## config.mk

```make
export PLATFORM = sky130hd
export DESIGN_NAME = json_string_escaper
export DESIGN_NICKNAME = d
export VERILOG_FILES = /design/src/rtl/jse_pkg.sv /design/src/rtl/jse_decode.sv /design/src/rtl/json_string_escaper.sv
export SDC_FILE = /design/constraint.sdc
export NUM_CORES = 1
export LEC_CHECK = 0
export BUFFER_PORTS_ARGS = -buffer_cell sky130_fd_sc_hd__buf_2
export CELL_PAD_IN_SITES_DETAIL_PLACEMENT = 1
export CELL_PAD_IN_SITES_GLOBAL_PLACEMENT = 1
export CORE_MARGIN = 2
export CORE_UTILIZATION = 46
export DETAILED_ROUTE_END_ITERATION = 7
export GPL_TIMING_DRIVEN = 1
export PLACE_DENSITY_LB_ADDON = 0.1
export SLEW_MARGIN = 30
export SYNTH_ARGS = -nofsm -noshare
export SYNTH_HDL_FRONTEND = slang
export SYNTH_SLANG_ARGS = --single-unit
```

## constraint.sdc

```tcl
create_clock -name clk_i -period 7.4 [get_ports clk_i]
set_input_delay 0.37 -clock clk_i [delete_from_list [all_inputs] [get_ports clk_i]]
set_output_delay 0.37 -clock clk_i [all_outputs]
set_load 0.005 [all_outputs]
```

## src/rtl/jse_pkg.sv

```systemverilog
// jse_pkg: shared types, character codes and helpers for the json string escaper
// used by jse_decode and json_string_escaper; no dependencies

package jse_pkg;

  localparam int unsigned ByteW = 8;
  localparam int unsigned CntW  = 16;
  localparam int unsigned IdxW  = 3;

  // how an accepted word expands on the output side
  typedef enum logic [1:0] {
    KIND_PLAIN,
    KIND_PAIR,
    KIND_UNI,
    KIND_STATUS
  } kind_e;

  localparam logic [ByteW-1:0] CH_QUOTE   = 8'h22;
  localparam logic [ByteW-1:0] CH_BSLASH  = 8'h5C;
  localparam logic [ByteW-1:0] CH_LF      = 8'h0A;
  localparam logic [ByteW-1:0] CH_CR      = 8'h0D;
  localparam logic [ByteW-1:0] CH_TAB     = 8'h09;
  localparam logic [ByteW-1:0] CH_N       = 8'h6E;
  localparam logic [ByteW-1:0] CH_R       = 8'h72;
  localparam logic [ByteW-1:0] CH_T       = 8'h74;
  localparam logic [ByteW-1:0] CH_U       = 8'h75;
  localparam logic [ByteW-1:0] CH_ZERO    = 8'h30;
  localparam logic [ByteW-1:0] CTRL_LIMIT = 8'h20;

  // index of the last output word of each expansion
  localparam logic [IdxW-1:0] LAST_SINGLE = 3'd0;
  localparam logic [IdxW-1:0] LAST_PAIR   = 3'd1;
  localparam logic [IdxW-1:0] LAST_UNI    = 3'd5;

  localparam logic [IdxW-1:0] LEN_PLAIN = 3'd1;
  localparam logic [IdxW-1:0] LEN_PAIR  = 3'd2;
  localparam logic [IdxW-1:0] LEN_UNI   = 3'd6;

  // register map
  localparam logic [2:0] ADDR_CAPACITY = 3'd0;
  localparam logic [CntW-1:0] CAPACITY_RESET = 16'd256;

  typedef struct packed {
    logic            load;
    kind_e           kind;
    logic [ByteW-1:0] sec;
    logic [CntW-1:0] count_next;
    logic            stopped_next;
    logic            ovf_next;
    logic            status;
  } dec_t;

  // lower-case hex digit
  function automatic logic [ByteW-1:0] hex_char(input logic [3:0] nib);
    logic [ByteW-1:0] ext;
    ext = {4'b0000, nib};
    if (nib < 4'd10) begin
      hex_char = ext + 8'h30;
    end else begin
      hex_char = ext + 8'h57;
    end
  endfunction

endpackage

```

## src/rtl/jse_decode.sv

```systemverilog
// jse_decode: classifies one input byte against the running string state
// depends on jse_pkg

module jse_decode
  import jse_pkg::*;
(
  input  logic [ByteW-1:0] in_byte_i,
  input  logic             no_byte_i,
  input  logic             is_last_i,
  input  logic [CntW-1:0]  count_i,
  input  logic             stopped_i,
  input  logic             ovf_i,
  input  logic [CntW-1:0]  capacity_i,
  output dec_t             dec_o
);

  logic            ovf;
  logic            stop;
  logic            active;
  logic            room2_gone;
  logic            room6_gone;
  logic [IdxW-1:0] n;
  logic [CntW:0]   cnt_ext;
  logic [CntW:0]   cap_ext;
  logic [CntW-1:0] count_sum;
  kind_e           kind;
  logic [ByteW-1:0] sec;

  always_comb begin
    cnt_ext    = {1'b0, count_i};
    cap_ext    = {1'b0, capacity_i};
    room2_gone = (cnt_ext + 17'd2) >= cap_ext;
    room6_gone = (cnt_ext + 17'd6) >= cap_ext;
    ovf        = ovf_i | (capacity_i == '0);
    stop       = stopped_i;
    active     = !no_byte_i && !stopped_i && !ovf;
    n          = '0;
    kind       = KIND_PLAIN;
    sec        = in_byte_i;

    if (active) begin
      priority if (room2_gone) begin
        stop = 1'b1;
      end else if (in_byte_i == CH_QUOTE || in_byte_i == CH_BSLASH) begin
        kind = KIND_PAIR;
        n    = LEN_PAIR;
      end else if (in_byte_i == CH_LF) begin
        kind = KIND_PAIR;
        sec  = CH_N;
        n    = LEN_PAIR;
      end else if (in_byte_i == CH_CR) begin
        kind = KIND_PAIR;
        sec  = CH_R;
        n    = LEN_PAIR;
      end else if (in_byte_i == CH_TAB) begin
        kind = KIND_PAIR;
        sec  = CH_T;
        n    = LEN_PAIR;
      end else if (in_byte_i < CTRL_LIMIT) begin
        if (room6_gone) begin
          ovf = 1'b1;
        end else begin
          kind = KIND_UNI;
          n    = LEN_UNI;
        end
      end else begin
        n = LEN_PLAIN;
      end
    end

    if (n == '0) begin
      kind = KIND_STATUS;
    end

    count_sum = count_i + {{(CntW-IdxW){1'b0}}, n};

    dec_o.load   = (n != '0) || is_last_i;
    dec_o.kind   = kind;
    dec_o.sec    = sec;
    dec_o.status = ovf;
    if (is_last_i) begin
      dec_o.count_next   = '0;
      dec_o.stopped_next = 1'b0;
      dec_o.ovf_next     = 1'b0;
    end else begin
      dec_o.count_next   = count_sum;
      dec_o.stopped_next = stop;
      dec_o.ovf_next     = ovf;
    end
  end

endmodule

```

## src/rtl/json_string_escaper.sv

```systemverilog
// json_string_escaper: top level, escapes a byte stream for a json string
// depends on jse_pkg and jse_decode

// Takes one string byte per input word and emits its json-escaped form one
// byte per output word. Quote, backslash, newline, return and tab expand to
// two words and other control bytes to the six-word \u00xx form, and such a
// byte holds the input until its last word has gone to the output register.
// The rate is set by the expansion register, which hands one word per cycle to
// the output register; with the sink always ready, plain text streams at one
// byte per clock. The running length is checked against the capacity register
// (byte address 0, reset 256): once fewer than three slots remain the rest of
// the string is dropped with status ok, a \u escape that does not fit or a
// zero capacity flags overflow. The word that ends the string (s_axis_tlast)
// yields string_done with the final length and status on its last result, or
// one status-only word (tuser low) if it produced no byte.

module json_string_escaper
  import jse_pkg::*;
(
  input  logic        clk_i,
  input  logic        rst_ni,

  // input stream
  input  logic        s_axis_tvalid,
  output logic        s_axis_tready,
  input  logic [7:0]  s_axis_tdata,   // [7:0] in_byte
  input  logic        s_axis_tuser,   // [0] no_byte
  input  logic        s_axis_tlast,   // is_last

  // output stream
  output logic        m_axis_tvalid,
  input  logic        m_axis_tready,
  output logic [31:0] m_axis_tdata,   // [7:0] out_byte, [8] string_done, [9] status,
                                      // [25:10] out_length, [31:26] zero
  output logic        m_axis_tuser,   // [0] has_byte
  output logic        m_axis_tlast,   // run_last

  // configuration
  input  logic        psel,
  input  logic        penable,
  input  logic        pwrite,
  input  logic [2:0]  paddr,
  input  logic [31:0] pwdata,
  output logic [31:0] prdata,
  output logic        pready
);

  // configuration register
  logic [CntW-1:0] capacity_q;

  // per-string state
  logic [CntW-1:0] count_q;
  logic            stopped_q;
  logic            ovf_q;

  // expansion register: the word being broken into output bytes
  logic             exp_valid_q, exp_valid_d;
  kind_e            kind_q;
  logic [ByteW-1:0] sec_q;
  logic [IdxW-1:0]  idx_q, idx_d;
  logic [CntW-1:0]  base_q;
  logic             last_q;
  logic             stat_q;

  // output register
  logic             out_valid_q, out_valid_d;
  logic [ByteW-1:0] out_byte_q;
  logic             has_byte_q;
  logic             run_last_q;
  logic             done_q;
  logic             status_q;
  logic [CntW-1:0]  len_q;

  dec_t             dec;
  logic             accept;
  logic             load_exp;
  logic             out_load;
  logic             at_last;
  logic [IdxW-1:0]  last_idx;
  logic [ByteW-1:0] cur_byte;
  logic             cur_has;
  logic [CntW-1:0]  cur_len;

  // ---------------------------------------------------------------------------
  // apb register port, single register, writes take effect at the access edge
  // ---------------------------------------------------------------------------
  assign pready = 1'b1;

  always_comb begin
    if (paddr == ADDR_CAPACITY) begin
      prdata = {16'b0, capacity_q};
    end else begin
      prdata = '0;
    end
  end

  always_ff @(posedge clk_i or negedge rst_ni) begin
    if (!rst_ni) begin
      capacity_q <= CAPACITY_RESET;
    end else if (psel && penable && pwrite && pready && paddr == ADDR_CAPACITY) begin
      capacity_q <= pwdata[CntW-1:0];
    end
  end

  // ---------------------------------------------------------------------------
  // decode of the incoming word against the state left by earlier words
  // ---------------------------------------------------------------------------
  jse_decode u_decode (
    .in_byte_i  (s_axis_tdata),
    .no_byte_i  (s_axis_tuser),
    .is_last_i  (s_axis_tlast),
    .count_i    (count_q),
    .stopped_i  (stopped_q),
    .ovf_i      (ovf_q),
    .capacity_i (capacity_q),
    .dec_o      (dec)
  );

  // ---------------------------------------------------------------------------
  // expansion: select the current byte of the escape sequence
  // ---------------------------------------------------------------------------
  always_comb begin
    unique case (kind_q)
      KIND_PAIR: last_idx = LAST_PAIR;
      KIND_UNI:  last_idx = LAST_UNI;
      default:   last_idx = LAST_SINGLE;
    endcase
  end

  always_comb begin
    cur_has  = 1'b1;
    cur_byte = sec_q;
    unique case (kind_q)
      KIND_PLAIN: cur_byte = sec_q;
      KIND_PAIR: begin
        cur_byte = (idx_q == '0) ? CH_BSLASH : sec_q;
      end
      KIND_UNI: begin
        unique case (idx_q)
          3'd0:    cur_byte = CH_BSLASH;
          3'd1:    cur_byte = CH_U;
          3'd2:    cur_byte = CH_ZERO;
          3'd3:    cur_byte = CH_ZERO;
          3'd4:    cur_byte = hex_char(sec_q[7:4]);
          default: cur_byte = hex_char(sec_q[3:0]);
        endcase
      end
      KIND_STATUS: begin
        cur_has  = 1'b0;
        cur_byte = '0;
      end
    endcase
    // length counts this word's byte
    if (cur_has) begin
      cur_len = base_q + {{(CntW-IdxW){1'b0}}, idx_q} + 16'd1;
    end else begin
      cur_len = base_q;
    end
  end

  assign at_last       = (idx_q == last_idx);
  assign out_load      = exp_valid_q && (!out_valid_q || m_axis_tready);
  assign s_axis_tready = !exp_valid_q || (out_load && at_last);
  assign accept        = s_axis_tvalid && s_axis_tready;
  // a word that emits nothing and does not end the string leaves no result
  assign load_exp      = accept && dec.load;

  always_comb begin
    exp_valid_d = exp_valid_q;
    idx_d       = idx_q;
    if (load_exp) begin
      exp_valid_d = 1'b1;
      idx_d       = '0;
    end else if (out_load) begin
      if (at_last) begin
        exp_valid_d = 1'b0;
      end else begin
        idx_d = idx_q + 3'd1;
      end
    end

    out_valid_d = out_valid_q;
    if (out_load) begin
      out_valid_d = 1'b1;
    end else if (m_axis_tready) begin
      out_valid_d = 1'b0;
    end
  end

  always_ff @(posedge clk_i or negedge rst_ni) begin
    if (!rst_ni) begin
      count_q     <= '0;
      stopped_q   <= 1'b0;
      ovf_q       <= 1'b0;
      exp_valid_q <= 1'b0;
      idx_q       <= '0;
      out_valid_q <= 1'b0;
    end else begin
      if (accept) begin
        count_q   <= dec.count_next;
        stopped_q <= dec.stopped_next;
        ovf_q     <= dec.ovf_next;
      end
      exp_valid_q <= exp_valid_d;
      idx_q       <= idx_d;
      out_valid_q <= out_valid_d;
    end
  end

  // payload registers
  always_ff @(posedge clk_i) begin
    if (load_exp) begin
      kind_q <= dec.kind;
      sec_q  <= dec.sec;
      base_q <= count_q;
      last_q <= s_axis_tlast;
      stat_q <= dec.status;
    end
    if (out_load) begin
      out_byte_q <= cur_byte;
      has_byte_q <= cur_has;
      run_last_q <= at_last;
      done_q     <= at_last && last_q;
      status_q   <= at_last && last_q && stat_q;
      len_q      <= cur_len;
    end
  end

  assign m_axis_tvalid = out_valid_q;
  assign m_axis_tdata  = {6'b0, len_q, status_q, done_q, out_byte_q};
  assign m_axis_tuser  = has_byte_q;
  assign m_axis_tlast  = run_last_q;

endmodule

```

==> flow_summary.toml <==
[critical_path]
crit_required_ns = 7.66
critPathLaunchType = "flop"
crit_fanout = 11
path_class = "flop to flop"
critical-path-max-stage-delay_ns = 0.60
critical_path.cell_chain = "nand3_1 -> or3_1 -> nor2_1 -> xor2_1 -> ha_1 -> a211oi_1 -> o21bai_1 -> o21bai_1 -> o311ai_2 -> nor3b_1 -> nor2b_1 -> ha_1 -> fa_1 -> a21oi_1 -> nor2_1 -> nand4_1 -> o31ai_1"
reg2reg_depth = 17
cpMaxStageDelayCell = "dfrtp_1"
end_kind = "flop"
critPathArrivalTime_ns = 5.39

[logic_synthesis]
ys_ff_latch = 95
synth.avg_cell_area_um2 = 9.486
ys_types = 59
synth_top_cell_by_area = "edfxtp_1"
async_flop_share_pct = 41.05
netlist_area_um2 = 6185
synth_flop_cell = "edfxtp_1"
yosysTopAreaCellShare_pct = 27.19
postSynthCellCount = 652
synth_edf_count = 56
seq_area_frac_synth_pct = 42.99
yosysWarnings = 0
post_synth_main_area_contributors = "edfxtp_1, dfrtp_1, ha_1"

[layout]
fin_nets = 822
stdcell_area_um2 = 6915
antennaDiodeCount = 0
drive_above_1_share_pct = 14.92
area_growth_syn_to_layout_pct = 11.81
final_common_cell = "buf_2"
final_cell_mix = "buf_2, nand2_1, edfxtp_1"
fillers = 1552

[clock_tree]
numCtsBuffers = 9
cts_tree = "built"
clkTransAtPathRegs_ns = 0.07
cts.sinks = 95
clock_latency_ns = 0.35
ctsResizeCount = 0
htreeDepth = 3
postCtsSetupBuffers = 0
postCtsHoldBufs = 0
clockBufferDepth = 2
root_buffer = "clkbuf_16"

[outcome]
violations = "negative hold slack"
status = "finished, violations left"

[place]
portBuffers = 81
placed_cell_area_um2 = 6614
globalplace.congestion = 0.8861
dp_hpwl_mm = 12.29

[pwr]
p_leak_nw = 3.096
p_per_area_nw_per_um2 = 276.1
irDropWorstVdd_v = 0.0001061

[timing]
final_hold_viol_count = 20
post-route-period-util_pct = 69.29
tightest_slew_ns = 0.8668
whs_ns = -0.006792
fin_skew_ns = 0.009086
min_period_ns = 5.127
setup_viol = 0
rsz0062_at_grt = "false"
drv_slew = 0
tns_ns = 0
slew_headroom_pct = 42.21
fmax_mhz = 195.0

[grt]
grt_pass1_vias = 5093
grt_use_total_pct = 22.84
grt_max_degree = 40
antenna_found_initial = 0
grt_overflow = 0
grt_pass1_wl_mm = 25.85

[floorplanning]
die-area_um2 = 14390
core_um2 = 13190
ios = 121
start_util_pct = 46.89
fp.dieH_um = 120.0
die_width_um = 120.0
fp-row-count = 42

[route]
dr.pass1.iters = 4
via_per_inst = 5.428
drc = 0
drt_iter0_markers = 141
routed_wl_mm = 15.58
wl_per_cell_um = 17.31
num_vias = 4885
ant_nets = 0

[run]
drv_cap = 0

[min_path]
hp-class = "input pin to asynchronous set/reset pin"
==> worst paths after layout <==
check	start	slack [ns]	to
worst max-delay path	count_q[5]	2.27	count_q[8]
worst min-delay path	rst_ni	-0.007	capacity_q[14]
worst max register to register	count_q[5]	2.27	count_q[8]
worst min register to register	exp_valid_q	0.51	m_axis_tvalid
max in group asynchronous	rst_ni	7.04	capacity_q[8]
min in group clk_i	pwdata[9]	0.21	capacity_q[9]
==> synthesized netlist by cell type (all sizes together), types with 3 or more instances <==
library cell / number
nand3: 20
xor2: 24
inv: 47
nor2b: 12
edfxtp: 56
clkbuf: 16
xnor2: 24
o22ai: 3
a21oi: 31
o31ai: 8
nor2: 48
a211oi: 4
nand2b: 11
a31oi: 4
and2: 19
and3: 8
nand4: 11
a2bb2oi: 3
dfrtp: 38
nor4: 6
ha: 49
a21o: 4
nor3: 17
or3: 3
o41ai: 4
nand2: 61
buf: 34
o21ai: 47
==> metal layers <==
layer | global-route usage (%) | part of all wire (%) | up-vias
met1 | 30.98 | 47 | 2377
met4 | 7.132 | 1.4 | 0
li1 | - | - | 2376
met3 | 2.709 | 3.7 | 16
met2 | 38.25 | 48 | 116
met5 | 0 | 0 | -
==> report_power, final <==
| part | switching [mW] | internal (mW) | leakage [nW] |
|---|---|---|---|
| Sequential | 0.0824 | 0.730 | 1.03 |
| Clock | 0.207 | 0.264 | 0.135 |
| Combinational | 0.375 | 0.251 | 1.93 |
| Total | 0.665 | 1.24 | 3.10 |
==> worst max-delay path, delay by kind of cell (launching register included) <==
kind / cells / cell delay (ns)
AOI/OAI and AO/OA: 6 / 1.26
xor gates and xnor gates: 1 / 0.18
adders and majority gates: 3 / 0.76
DFF: 1 / 0.60
and+or+nand+nor: 7 / 2.22
==> registers in the layout, indices dropped and copies added (netlist names) <==
| signal | cells |
|---|---|
| base_q | 16 |
| capacity_q | 16 |
| count_q | 16 |
| done_q | 1 |
| exp_valid_q | 1 |
| idx_q | 3 |
| kind_q | 2 |
| last_q | 1 |
| len_q | 16 |
| m_axis_tlast | 1 |
| m_axis_tuser | 1 |
| m_axis_tvalid | 1 |
| out_byte_q | 8 |
| ovf_q | 1 |
| sec_q | 8 |
| stat_q | 1 |
| status_q | 1 |
| stopped_q | 1 |
==> area by class of cell <==
| type | instances | area (um2) | share of cell area (%) |
|---|---|---|---|
| Multi-Input combinational cell | 481 | 3123 | 45.16 |
| Sequential cell | 95 | 2659 | 38.45 |
| Timing Repair Buffer | 85 | 437.9 | 6.333 |
| Clock buffer | 10 | 229.0 | 3.311 |
| Tap cell | 176 | 220.2 | 3.184 |
| Inverter | 47 | 176.4 | 2.551 |
| Clock inverter | 6 | 70.07 | 1.013 |
==> logic make-up after synthesis <==
group / after synthesis / share of synthesized area (%)
buffers and inverters: 97 / 7.789
AND/OR/NAND/NOR: 222 / 17.42
AO/OA/AOI/OAI: 134 / 13.80
adder cells (fa/ha/maj): 51 / 10.56
XOR/XNOR: 48 / 6.797
other: 2 / 0.1214
flip-flops: 95 / 42.99
multiplexers: 3 / 0.5260
==> stage by stage <==
stage          util, %  hold slack (ns)  setup WS, ns  std cells  total power [mW]
5_1_grt          52.43          0.02869         1.672        900             2.044
3_5_place_dp     50.14           0.5083         2.361        884             1.453
3_3_place_gp     50.14           0.4999         2.514        884             1.422
6_report         52.43        -0.006792         2.273        900             1.909
2_1_floorplan        -          0.07441         3.355        673             1.229
4_1_cts          52.41           0.1811         2.236        900             1.930
No activity file was read; power rests on OpenSTA's default activity.
